**src/design/vsr_pkg.sv**
```systemverilog
`default_nettype none
// ---------------------------------------------------------------------------
// vsr_pkg
// Shared types, codes and compare helpers for the voice set reconcile block.
// ---------------------------------------------------------------------------
package vsr_pkg;

  localparam int unsigned ACT_W      = 2;
  localparam int unsigned CH_W       = 5;
  localparam int unsigned SAMP_W     = 32;
  localparam int unsigned NOTE_W     = 7;
  localparam int unsigned BEND_W     = 14;
  localparam int unsigned VEL_W      = 7;
  localparam int unsigned KIND_W     = 2;
  localparam int unsigned VAL_W      = 14;
  localparam int unsigned MAX_EVENTS = 48;
  localparam int unsigned EVCNT_W    = 6;

  typedef enum logic [ACT_W-1:0] {
    ACT_LOAD    = 2'd0,
    ACT_RECON   = 2'd1,
    ACT_RELEASE = 2'd2
  } action_e;

  typedef enum logic [KIND_W-1:0] {
    EV_OFF  = 2'd0,
    EV_BEND = 2'd1,
    EV_ON   = 2'd2
  } kind_e;

  // Field order doubles as the full-tuple sort order.
  typedef struct packed {
    logic [CH_W-1:0]   ch;
    logic [SAMP_W-1:0] start;
    logic [SAMP_W-1:0] stop;
    logic [NOTE_W-1:0] note;
    logic [BEND_W-1:0] bend;
    logic [VEL_W-1:0]  vel;
  } voice_t;

  localparam int unsigned VOICE_W = $bits(voice_t);

  typedef enum logic [4:0] {
    S_IDLE, S_LOAD_SCAN, S_LOAD_WR,
    S_CR_LD, S_CR_CMP, S_DR_LD, S_DR_CMP,
    S_MT_LD, S_MT_CMP, S_DP_LD, S_DP_CMP, S_FR_LD, S_FR_CMP,
    S_OFF, S_BEND, S_ADD_B, S_ADD_N, S_COMMIT, S_REL,
    S_FIN_REC, S_FIN_REL
  } state_e;

  typedef struct packed {
    state_e st;
    logic   accept;
    logic   act;
    logic   last;
  } cmd_t;

  // Continuation key first, then channel, bend, velocity.
  function automatic logic [VOICE_W-1:0] merge_key(input voice_t v);
    merge_key = {v.start, v.stop, v.note, v.ch, v.bend, v.vel};
  endfunction

  function automatic logic key_eq(input voice_t a, input voice_t b);
    key_eq = (a.start == b.start) && (a.stop == b.stop) && (a.note == b.note);
  endfunction

endpackage
`default_nettype wire

```
**src/design/vsr_ctrl.sv**
```systemverilog
`default_nettype none
// ---------------------------------------------------------------------------
// vsr_ctrl
// Sequencer: walks the load scan, the ranking/matching passes, event
// emission and table commit, one step per cycle.
// ---------------------------------------------------------------------------
module vsr_ctrl #(
  parameter int unsigned VOICE_SLOTS = 16
) (
  input  wire logic                  clk_i,
  input  wire logic                  rst_ni,
  input  wire logic                  start,
  input  wire logic [vsr_pkg::ACT_W-1:0] action_i,
  input  wire logic [$clog2(VOICE_SLOTS+1)-1:0] nc_i,
  input  wire logic [$clog2(VOICE_SLOTS+1)-1:0] nd_i,
  input  wire logic                  load_hit_i,
  output vsr_pkg::cmd_t              cmd_o,
  output logic [$clog2(VOICE_SLOTS+1)-1:0] i_o,
  output logic [$clog2(VOICE_SLOTS+1)-1:0] j_o,
  output logic                       busy
);
  localparam int unsigned CW = $clog2(VOICE_SLOTS+1);

  vsr_pkg::state_e state_q, state_d;
  logic [CW-1:0] i_q, i_d, j_q, j_d;
  logic [CW:0]   j1;
  logic          act, last, accept;

  always_ff @(posedge clk_i or negedge rst_ni) begin
    if (!rst_ni) begin
      state_q <= vsr_pkg::S_IDLE;
      i_q     <= '0;
      j_q     <= '0;
    end else begin
      state_q <= state_d;
      i_q     <= i_d;
      j_q     <= j_d;
    end
  end

  always_comb begin
    state_d = state_q;
    i_d     = i_q;
    j_d     = j_q;
    act     = 1'b0;
    last    = 1'b0;
    accept  = 1'b0;
    j1      = {1'b0, j_q} + 1'b1;
    case (state_q)
      vsr_pkg::S_IDLE: begin
        if (start) begin
          accept = 1'b1;
          i_d    = '0;
          j_d    = '0;
          case (vsr_pkg::action_e'(action_i))
            vsr_pkg::ACT_LOAD:    state_d = vsr_pkg::S_LOAD_SCAN;
            vsr_pkg::ACT_RECON:   state_d = vsr_pkg::S_CR_LD;
            vsr_pkg::ACT_RELEASE: state_d = vsr_pkg::S_REL;
            default:              state_d = vsr_pkg::S_IDLE;
          endcase
        end
      end
      vsr_pkg::S_LOAD_SCAN: begin
        if (j_q == nd_i) state_d = vsr_pkg::S_LOAD_WR;
        else if (load_hit_i) state_d = vsr_pkg::S_IDLE;
        else j_d = j_q + 1'b1;
      end
      vsr_pkg::S_LOAD_WR: state_d = vsr_pkg::S_IDLE;
      vsr_pkg::S_CR_LD: begin
        if (i_q == nc_i) begin
          state_d = vsr_pkg::S_DR_LD;
          i_d     = '0;
        end else begin
          state_d = vsr_pkg::S_CR_CMP;
          j_d     = '0;
        end
      end
      vsr_pkg::S_CR_CMP: begin
        act  = (j_q < nc_i);
        last = (j1 >= {1'b0, nc_i});
        if (last) begin
          state_d = vsr_pkg::S_CR_LD;
          i_d     = i_q + 1'b1;
        end else j_d = j_q + 1'b1;
      end
      vsr_pkg::S_DR_LD: begin
        if (i_q == nd_i) begin
          state_d = vsr_pkg::S_MT_LD;
          i_d     = '0;
        end else begin
          state_d = vsr_pkg::S_DR_CMP;
          j_d     = '0;
        end
      end
      vsr_pkg::S_DR_CMP: begin
        act  = (j_q < nd_i);
        last = (j1 >= {1'b0, nd_i});
        if (last) begin
          state_d = vsr_pkg::S_DR_LD;
          i_d     = i_q + 1'b1;
        end else j_d = j_q + 1'b1;
      end
      vsr_pkg::S_MT_LD: begin
        if (i_q == nd_i) begin
          state_d = vsr_pkg::S_DP_LD;
          i_d     = '0;
        end else begin
          state_d = vsr_pkg::S_MT_CMP;
          j_d     = '0;
        end
      end
      vsr_pkg::S_MT_CMP: begin
        // runs at least once so an empty sounding table still records "no match"
        act  = (j_q < nc_i);
        last = (j1 >= {1'b0, nc_i});
        if (last) begin
          state_d = vsr_pkg::S_MT_LD;
          i_d     = i_q + 1'b1;
        end else j_d = j_q + 1'b1;
      end
      vsr_pkg::S_DP_LD: begin
        if (i_q == nd_i) begin
          state_d = vsr_pkg::S_FR_LD;
          i_d     = '0;
        end else begin
          state_d = vsr_pkg::S_DP_CMP;
          j_d     = '0;
        end
      end
      vsr_pkg::S_DP_CMP: begin
        act  = (j_q < nd_i);
        last = (j1 >= {1'b0, nd_i});
        if (last) begin
          state_d = vsr_pkg::S_DP_LD;
          i_d     = i_q + 1'b1;
        end else j_d = j_q + 1'b1;
      end
      vsr_pkg::S_FR_LD: begin
        if (i_q == nd_i) begin
          state_d = vsr_pkg::S_OFF;
          i_d     = '0;
        end else begin
          state_d = vsr_pkg::S_FR_CMP;
          j_d     = '0;
        end
      end
      vsr_pkg::S_FR_CMP: begin
        act  = (j_q < nd_i);
        last = (j1 >= {1'b0, nd_i});
        if (last) begin
          state_d = vsr_pkg::S_FR_LD;
          i_d     = i_q + 1'b1;
        end else j_d = j_q + 1'b1;
      end
      vsr_pkg::S_OFF: begin
        act = (i_q < nc_i);
        if (act) i_d = i_q + 1'b1;
        else begin
          state_d = vsr_pkg::S_BEND;
          i_d     = '0;
        end
      end
      vsr_pkg::S_BEND: begin
        act = (i_q < nd_i);
        if (act) i_d = i_q + 1'b1;
        else begin
          state_d = vsr_pkg::S_ADD_B;
          i_d     = '0;
        end
      end
      vsr_pkg::S_ADD_B: begin
        if (i_q == nd_i) begin
          state_d = vsr_pkg::S_COMMIT;
          i_d     = '0;
        end else begin
          act     = 1'b1;
          state_d = vsr_pkg::S_ADD_N;
        end
      end
      vsr_pkg::S_ADD_N: begin
        act     = 1'b1;
        i_d     = i_q + 1'b1;
        state_d = vsr_pkg::S_ADD_B;
      end
      vsr_pkg::S_COMMIT: begin
        act = (i_q < nd_i);
        if (act) i_d = i_q + 1'b1;
        else state_d = vsr_pkg::S_FIN_REC;
      end
      vsr_pkg::S_REL: begin
        act = (i_q < nc_i);
        if (act) i_d = i_q + 1'b1;
        else state_d = vsr_pkg::S_FIN_REL;
      end
      vsr_pkg::S_FIN_REC: state_d = vsr_pkg::S_IDLE;
      vsr_pkg::S_FIN_REL: state_d = vsr_pkg::S_IDLE;
      default:            state_d = vsr_pkg::S_IDLE;
    endcase
  end

  assign cmd_o.st     = state_q;
  assign cmd_o.accept = accept;
  assign cmd_o.act    = act;
  assign cmd_o.last   = last;
  assign i_o          = i_q;
  assign j_o          = j_q;
  assign busy         = (state_q != vsr_pkg::S_IDLE);

endmodule
`default_nettype wire

```
**config.mk**
```make
export PLATFORM = sky130hd
export DESIGN_NAME = vsr_ctrl
export DESIGN_NICKNAME = d
export VERILOG_FILES = /design/src/design/vsr_pkg.sv /design/src/design/vsr_ctrl.sv
export SDC_FILE = /design/constraint.sdc
export NUM_CORES = 1
export LEC_CHECK = 0
export ABC_AREA = 0
export BUFFER_PORTS_ARGS = -buffer_cell sky130_fd_sc_hd__buf_2
export CORE_UTILIZATION = 58
export CTS_CLUSTER_DIAMETER = 40
export DETAILED_ROUTE_END_ITERATION = 8
export PLACE_DENSITY = 0.81
export SKIP_LAST_GASP = 1
export SYNTH_ARGS = -nofsm -noshare
export SYNTH_HDL_FRONTEND = slang
export SYNTH_SLANG_ARGS = --single-unit
```
**constraint.sdc**
```tcl
create_clock -name clk_i -period 3.3 [get_ports clk_i]
set_input_delay 0.33 -clock clk_i [delete_from_list [all_inputs] [get_ports clk_i]]
set_output_delay 0.33 -clock clk_i [all_outputs]
set_load 0.02 [all_outputs]
```
[Word-level counts from Yosys, hierarchy flattened]
Cells that the tools add are included.
Operators by class
  muxes and demuxes: 42
  add/sub/neg operators: 3
  equality and inequality tests: 45
  magnitude comparators: 6
  reductions and logical operators: 14
Operator list (number)
  $mux 5: 27
  $pmux 5 s18: 1
  $pmux 5 s10: 1
  $eq 5x4->1 const B: 8
  $ne 2x2->1 const B: 19
  $pmux 5 s6: 1
  $eq 5x3->1 const B: 4
  $lt 5x5->1: 4
  $reduce_and 8->1: 2
  $eq 5x5->1: 3
  $eq 5x5->1 const B: 3
  $pmux 5 s3: 1
  $ge 6x5->1: 2
  $reduce_and 11->1: 1
  $add 5x1->5 const B: 2
  $reduce_bool 10->1: 1
  $mux 1: 9
  $add 5x1->6 const B: 1
  $ne 2x1->1 const B: 3
  $pmux 1 s6: 1
  $reduce_bool 6->1: 1
  $reduce_or 2->1: 3
  $eq 5x1->1 const B: 1
  $eq 5x2->1 const B: 1
  10 further kinds: 10
Word-level totals
  output and inout bits: 19
  word-level logic and storage cells: 113
  bits of input ports: 16
  register bits: 15

[Depth between registers and ports, before layout]
  depth after elaboration: 4
  mapped depth: 9
  depth with buffers taken out: 9

[Worst setup path after synthesis]
OpenSTA, ideal clock, no wires.
  path kind: register -> register
  start: register j_q[0], in the netlist j_o[0]
  end: register state_q[1]
  stages on the path, launching flop included: 10
  library setup time: 0.125 ns
  data required time: 3.175 ns
  path buffers: 0
  path slack: 0.728 ns
  clock period less this slack: 2.572 ns
  arrival time: 2.447 ns
  cell sequence: dfrtp_1 ha_1 nand3_1 xnor2_1 ha_1 o21ai_0 o21ai_0 o221ai_2 a211oi_4 mux2_4
Between the ends
  cells in the longest elaborated chain, start to end: 4
  elaborated cells on any way between the ends: 13
  those cells by class: add/sub (1); order compare (2); eq/ne (7); mux (2); reduce/logical (1)
RTL lines
  from (decl): line vsr_ctrl.sv:25  | logic [CW-1:0] i_q, i_d, j_q, j_d;
  from (signal assigned): line vsr_ctrl.sv:37  | j_q <= j_d;
  $add 5x1->6: line vsr_ctrl.sv:48  | j1 = {1'b0, j_q} + 1'b1;
  $ge 6x5->1, on equally long branches
  $ne 2x2->1 (no line)
  $reduce_and 11->1 (no line)
  to (signal assigned): line vsr_ctrl.sv:31  | state_q <= vsr_pkg::S_IDLE;
  to (signal assigned): line vsr_ctrl.sv:35  | state_q <= state_d;
  to (decl): line vsr_ctrl.sv:24  | vsr_pkg::state_e state_q, state_d;
Parallel ways exist; a longest one is shown, timed or not.
A chain may end at the register's enable or synchronous reset.

==> run metrics <==
cells along the critical path=ha_1 > xor2_1 > ha_1 > o21a_1 > o21ai_0 > o21ai_0 > a22o_1 > buf_2; Critical Path Max Stage Delay=0.47 ns; clock skew=0.00146 ns; nets=332; core area=~3700 um^2; slowest CP cell=dfrtp_1; Netlist cell types=64; CTS tree=done; row count=22; drc violations=0; yosys warns=0; Slew headroom=61.1%; Die Area=4080 um^2; crit share post-route=84.6%; worst reg2reg startpoint=j_o[0]; measured slew at the worst slew-check pin=0.583 ns; Worst Setup Slack, final=0.509 ns; clock-pin slew on the worst setup and hold paths=0.07 ns; DP Wirelength=4.05 mm; Async SR Flop Fraction=100%; endpoint type of the worst setup path=output pin; initial DRC count=around 100; Post-CTS Hold Buffers=1; Worst Reg-to-Reg Cells=9; Post-Synthesis Cell Area=2220 um^2; FMAX=358 MHz; Layout Area Growth over Synthesis=7.38%; crit path kind=register to output pin; IO Pins=35; P per Cell Area=948 nW/um^2; Die Width=63.9 um; largest net degree at the start of global routing=27; Final min period=2.79 ns; Mean Syn Cell Area=8.82 um^2; share of cells above drive strength 1=between 20% and 30%; Setup WS pre-CTS=0.565 ns; unrepaired setup endpoints after global routing=false; Seq/Total Area, Yosys=16.9%; clk root buf=clkbuf_8; Hold Crit Class=primary input to async pin; vias per std cell=6.23; maxcap violations=0; grt ovf=0; LEAKAGE=1.19 nW; Final GP Congestion=roughly 0.86; post-cts gate resize count=0; flop-to-flop setup slack=between 0.5 and 0.6 ns; total wire length=5.21 mm; Post-synth EDFFs=0; starting density of the core=between 60% and 70%; data required time of the worst path=2.97 ns; GRT Total Usage=27.5%; first-pass GRT wire length=8.83 mm; Die H=between 60 and 70 um; Post-CTS Setup Inserts=0; # clock sinks=15; data arrival time of the critical path=approximately 2.5 ns; Setup TNS=0 ns; R2R Path End=state_q[4]; CTS Buffer Depth=2; WL per Instance=approximately 16 um; main flop type after synthesis=dfrtp_1; hold slack=0.531 ns; Post-Syn Nets=304; count of final setup violators=0; Post-DRT Antenna Nets=0; vias in the first global route=between 1500 and 2000; cells after synthesis=252; crit path max fanout=9; Via Count=2037; worst skew pair latency=0.26 ns; total CTS buffers=3; H-tree Lvls=1; #FFs+latches synth=15; Hold Violations, Final=0; Slew Limit Fails=0; status=finished clean; IO Port Bufs=34; initial antenna violation count=0; Detailed Routing Iterations Pass 1=5; Worst setup SP type=register; Peak VDD IR=roughly 0.44 mV; diode count=0
## worst max-delay path: cells and delay by family (launching register included)
kind	cells	cell delay, ns
compound gates	4	0.77
xor+xnor	1	0.24
fa+ha+maj	2	0.55
buf+inv	1	0.16
flops	1	0.47
## sequential cells by signal, summed over array words and instances, names as in the netlist
register and flops:
i_o 5, j_o 5, state_q 5
## layout by cell type, fill, tap and decap left out, types with 2 or more instances in the layout
cell,netlist,routed
a311oi_1,2,2
o22ai_1,3,3
o31ai_1,3,3
nor2_1,13,13
xnor2_1,4,4
nor3b_1,2,2
mux2_4,3,3
nor3_1,4,4
buf_4,4,3
mux2_2,3,3
ha_1,36,36
mux2_1,2,2
a31oi_1,4,4
nand2_1,9,9
o211ai_1,4,4
and3_1,4,4
a21oi_1,16,16
o21ai_0,14,14
buf_2,1,34
a2111oi_2,2,2
nand2b_1,6,6
inv_1,22,22
nand3_1,8,8
dfrtp_1,15,15
nor4_1,4,4
o221ai_1,4,4
clkbuf_8,5,3
o211ai_2,2,2
o21ai_1,2,2
or2_2,2,2
mux2i_1,2,2
a21o_1,3,3
nor2b_1,9,9
o21a_1,2,2
## synth_stat cells, drive strengths merged, types with 2 or more instances
library cell	n	share of area (%)
a21boi	2	0.68
xnor2	4	1.6
dfrtp	15	17
a31oi	4	1.1
a311oi	2	0.79
o31ai	3	1.0
nor4	5	2.1
inv	22	3.7
nor3	4	0.90
nand3	8	1.8
ha	36	20
nor3b	3	1.2
o22ai	3	0.84
mux2i	2	0.90
nand2b	6	1.7
a21o	3	1.0
a21oi	17	4.0
buf	8	3.1
o21a	2	0.68
nor2b	9	2.5
o21ai	16	3.6
and2	2	0.73
o221ai	5	2.3
and3	5	1.5
nor2	13	2.2
a2111oi	3	1.7
clkbuf	7	3.4
o211ai	6	2.5
nand3b	2	1.2
nand2	9	1.5
mux2	8	4.6
or2	3	0.84
## layout make-up
class | count | area, um^2
Timing Repair Buffer | 38 | 203
Multi-Input combinational cell | 200 | 1620
Tap cell | 48 | 60.1
Sequential cell | 15 | 375
Fill cell | 321 | 1270
Clock buffer | 3 | 41.3
Clock inverter | 1 | 5.00
Inverter | 22 | 82.6
## through the flow
stage,power (mW),utilization [%],area [um^2],cells
finish,2.26,65.2,2390,327
global route,2.46,65.2,2390,327
CTS,2.25,65.2,2390,327
detailed placement,2.08,63.6,2330,322
global placement,2.05,63.6,2330,322
floorplan,1.85,-,2220,252
## worst max path at each step
| stage | startpoint | endpoint | slack (ns) | cells past startpoint |
|---|---|---|---|---|
| 2_1_floorplan | j_o[0] | state_q[1] | 0.73 | 9 |
| 3_3_place_gp | j_o[0] | state_q[4] | 0.65 | 9 |
| 3_5_place_dp | j_o[0] | state_q[1] | 0.57 | 9 |
| 4_1_cts | j_o[0] | cmd_o[0] | 0.51 | 6 |
| 5_1_grt | j_o[0] | state_q[4] | 0.30 | 9 |
| 6_report | j_o[0] | cmd_o[0] | 0.51 | 8 |
## kinds of logic (layout without fill, tap and decap cells)
family / after synthesis / after routing / synth area share [%]
flip-flops: 15 / 15 / 16.9
AND/OR/NAND/NOR: 74 / 74 / 20.2
buffers and inverters: 37 / 64 / 10.2
AO/OA/AOI/OAI: 75 / 75 / 24.9
multiplexers: 10 / 10 / 5.46
XOR/XNOR: 5 / 5 / 1.97
adder cells (fa/ha/maj): 36 / 36 / 20.3
## power breakdown
part	leakage [nW]	total [mW]	switching (mW)	internal [mW]
clock	0.0255	0.164	0.0795	0.0840
sequential	0.193	0.429	0.172	0.257
combinational	0.971	1.67	0.933	0.736
total	1.19	2.26	1.18	1.08
## layer usage
layer | track usage, % | up-vias | routed length [um]
met3 | 4.46 | 10 | 290
met1 | 35.5 | 960 | 2300
met2 | 47.2 | 82 | 2550
met4 | 7.10 | 0 | 74
li1 | - | 985 | -
met5 | 0 | - | 0
Power figures use the tool's default switching activity.
